**config.mk**
```make
export PLATFORM = sky130hd
export DESIGN_NAME = dstq_ram
export DESIGN_NICKNAME = d
export VERILOG_FILES = /design/src/hw/rtl/dstq_ram.sv
export SDC_FILE = /design/constraint.sdc
export NUM_CORES = 2
export LEC_CHECK = 0
export BUFFER_PORTS_ARGS = -buffer_cell sky130_fd_sc_hd__buf_2
export CAP_MARGIN = 20
export CORE_MARGIN = 2
export CORE_UTILIZATION = 28
export CTS_CLUSTER_DIAMETER = 150
export DETAILED_ROUTE_END_ITERATION = 8
export SLEW_MARGIN = 15
export SYNTH_ARGS = -nofsm -noshare
export SYNTH_HDL_FRONTEND = slang
export SYNTH_MEMORY_MAX_BITS = 65536
export SYNTH_SLANG_ARGS = --single-unit
```
**constraint.sdc**
```tcl
create_clock -name clk -period 20.1 [get_ports clk]
set_input_delay 4.02 -clock clk [delete_from_list [all_inputs] [get_ports clk]]
set_output_delay 4.02 -clock clk [all_outputs]
set_load 0.02 [all_outputs]
```
**src/hw/rtl/dstq_ram.sv**
```systemverilog
module dstq_ram #(
	parameter int WIDTH = 72,
	parameter int DEPTH = 64
) (
	input  logic                     clk,
	input  logic                     we,
	input  logic [$clog2(DEPTH)-1:0] waddr,
	input  logic [WIDTH-1:0]         wdata,
	input  logic                     re,
	input  logic [$clog2(DEPTH)-1:0] raddr,
	output logic [WIDTH-1:0]         rdata
);

	logic [WIDTH-1:0] mem [DEPTH];

	always_ff @(posedge clk) begin
		if (we) begin
			mem[waddr] <= wdata;
		end
		if (re) begin
			rdata <= mem[raddr];
		end
	end

endmodule

```
==> flow_metrics.py <==
metrics = {
    "outcome": {
        "outcome": "complete, no violations",
    },
    "cts": {
        "cts_num_sinks": 4680,
        "post_cts_buffers": 0,
        "numCtsBuffers": 441,
        "cts_tree": "done",
        "cts_root_buf": "clkbuf_16",
        "cts_resized": 0,
        "htreeDepth": 5,
        "clock_latency_ps": 1030,
        "ctsLongestPathBuffers": 4,
        "clk_pin_slew_worst_paths_ps": 60,
        "cts_hold_buf": 0,
    },
    "power": {
        "total_leakage_power_nw": 60.96,
        "power.net_switching_mw": 4.275,
        "p_int_mw": 15.63,
        "p_comb_frac": 0.047,
        "p_sw_frac": 0.2148,
        "p_seq_frac": 0.546,
        "irDropWorstVdd_uv": 80.87,
        "p_per_area_nw_per_um2": 98.47,
        "p_clk_frac": 0.407,
    },
    "floorplanning": {
        "die_width_um": 796.7,
        "die_area_um2": 634700,
        "start_util": 0.2806,
        "die_y_um": 796.7,
        "ios": 159,
        "core_area_um2": 627000,
        "row_count": 291,
    },
    "sta": {
        "rsz0062_at_grt": "no",
        "setup_viol": 0,
        "tightestPinTransition_ps": 1422,
        "fin_ws_ps": 11900,
        "fmax_ghz": 0.1219,
        "setup_tns_ps": 0,
        "skew_ps": 69.01,
        "relSlewSlack": 0.05211,
        "finalHoldViolations": 0,
        "period_share": 0.4081,
        "fin_crit_ps": 8202,
        "maxSlewViolCount": 0,
    },
    "placed_design": {
        "place.gp.congestion": 0.7845,
        "hpwlAfterDp_um": 282400,
        "io_buffer_count": 158,
        "place_ws_ps": 10700,
    },
    "route": {
        "first_iter_violations": 14192,
        "vias": 87706,
        "ant_nets": 0,
        "first_pass_iters": 6,
        "wl_um": 546900,
        "via_per_inst": 5.307,
        "routedWlPerCell_um": 33.09,
        "drc": 0,
    },
    "setup_path": {
        "end_kind": "register",
        "crit_path_cell_trace": "buf_12, buf_12, buf_4, buf_4, buf_4, mux4_2, o221ai_1, nor2_1, o211a_1",
        "cp.required_ps": 20880,
        "slowest_delay_ps": 790,
        "path_common_cell": "buf_4",
        "critical_path.max_fanout": 93,
        "critPathArrivalTime_ps": 8980,
        "cp_slowest_cell": "buf_4",
        "crit_type": "in2reg",
        "startpoint_type": "input port",
    },
    "synthesis": {
        "synth.avg_cell_area_um2": 24.08,
        "synthesis.area_um2": 175900,
        "yosys.cell_types.count": 26,
        "ys_seq_area_frac": 0.7988,
        "ys_warn_count": 0,
        "syn_inst": 7305,
        "synth_fp_nets": 7392,
        "ys_seq_elements": 4680,
    },
    "cells_and_area": {
        "final_cell_mix": "edfxtp_1, mux4_2, clkbuf_16",
        "drive_above_1_share": 0.2764,
        "multi_input_area_um2": 33950,
        "area_delta_synth_final_pct": 14.88,
        "final_nets": 7834,
        "final_common_cell": "edfxtp_1",
        "num-fill-cells": 58572,
        "seq_area_um2": 140500,
    },
    "global_routing": {
        "grt-ovfl-total": 0,
        "antenna_found_initial": 88,
        "grt_max_degree": 133,
        "grtUsageTotal": 0.1667,
        "first_global_vias": 85437,
        "grt_pass1_wl_um": 735000,
    },
    "job": {
        "drv_cap": 0,
    },
    "min_path": {
        "min_path_type": "reg2reg",
    },
}
==> critical path: cells and delay by family <==
| family | cells | cell delay (ps) |
|---|---|---|
| AOI/OAI and AO/OA | 2 | 530 |
| buffers and inverters | 5 | 3430 |
| and+or+nand+nor | 1 | 110 |
| muxes | 1 | 590 |
==> worst paths after layout <==
kind | from | end | slack (ps) | cells past startpoint
worst max-delay path | raddr[0] | rdata[14] | 11900 | 9
worst max register to register | mem[6][40] | rdata[40] | 17950 | 4
worst min register to register | mem[6][21] | rdata[21] | 890 | 4
worst min-delay path | mem[6][21] | rdata[21] | 890 | 4
==> sequential cells by signal, summed over array words and instances (netlist names) <==
register  cells
mem        4608
rdata        72
==> cells in the mapped netlist <==
cell	instances	area share
edfxtp_1	4680	0.80
mux4_2	1152	0.15
a22oi_1	288	0.012
buf_2	190	0.0054
o22ai_1	144	0.0051
clkbuf_1	143	0.0031
nand3_1	128	0.0036
nor2_1	120	0.0026
mux2i_1	108	0.0061
a211oi_1	72	0.0031
o211a_1	72	0.0041
buf_4	56	0.0024
o221ai_1	54	0.0027
buf_1	27	0.00058
nand3b_1	26	0.0011
nand2b_1	9	0.00032
nor2b_1	9	0.00032
nand2_1	8	0.00017
or3b_2	4	0.00020
and2_1	3	0.00011
or3_1	3	0.00011
buf_6	2	0.00013
nand4_1	2	0.000071
nor3_1	2	0.000057
or2_2	2	0.000071
nand4b_1	1	0.000050
==> power groups by stage <==
stage               Clock (mW)  Combinational, mW  Sequential [mW]
finish                    8.10              0.932             10.9
global route              8.57              0.982             10.9
CTS                       8.19              0.933             10.9
detailed placement           0              0.931             11.1
global placement             0              0.907             11.1
floorplan                    0              0.497             11.1
==> cells by family (layout without fill, tap and decap cells) <==
| family | Yosys count | in the layout | synth area share |
|---|---|---|---|
| other | 0 | 53 | 0 |
| flip-flops | 4680 | 4680 | 0.7988 |
| buffers and inverters | 418 | 1236 | 0.01155 |
| AND/OR/NAND/NOR | 317 | 317 | 0.008783 |
| AO/OA/AOI/OAI | 630 | 630 | 0.02727 |
| multiplexers | 1260 | 1260 | 0.1536 |
==> per-layer routing <==
metal  global-route usage  vias up  routed length (µm)
li1                     -    32846                   -
met1               0.2235    48140              206300
met2               0.2702     5684              261300
met3              0.03320     1018               58390
met4              0.05981       18               20820
met5                    0        -                 108
==> final cells by class <==
| cell class | count | area share |
|---|---|---|
| flip-flops and latches | 4680 | 0.6953 |
| multi-input cells | 2207 | 0.1680 |
| clock buffers | 542 | 0.05753 |
| well taps | 8350 | 0.05169 |
| repair buffers | 417 | 0.01587 |
| clock inverters | 277 | 0.01098 |
| diodes | 53 | 0.0006562 |
==> through the flow <==
step / total power [mW] / cell area [µm²] / hold slack [ps] / util / cells
after floorplan: 11.57 / 175900 / 855.8 / - / 7305
after global routing: 20.42 / 202000 / 943.4 / 0.3223 / 16498
after CTS: 19.99 / 201800 / 898.2 / 0.3219 / 16465
after detailed placement: 12.01 / 188000 / 900.9 / 0.2998 / 15646
final: 19.90 / 202100 / 889.7 / 0.3224 / 16526
after global placement: 11.98 / 187900 / 888.0 / 0.2996 / 15641
Note: power is estimated with default switching activity, not from simulation.
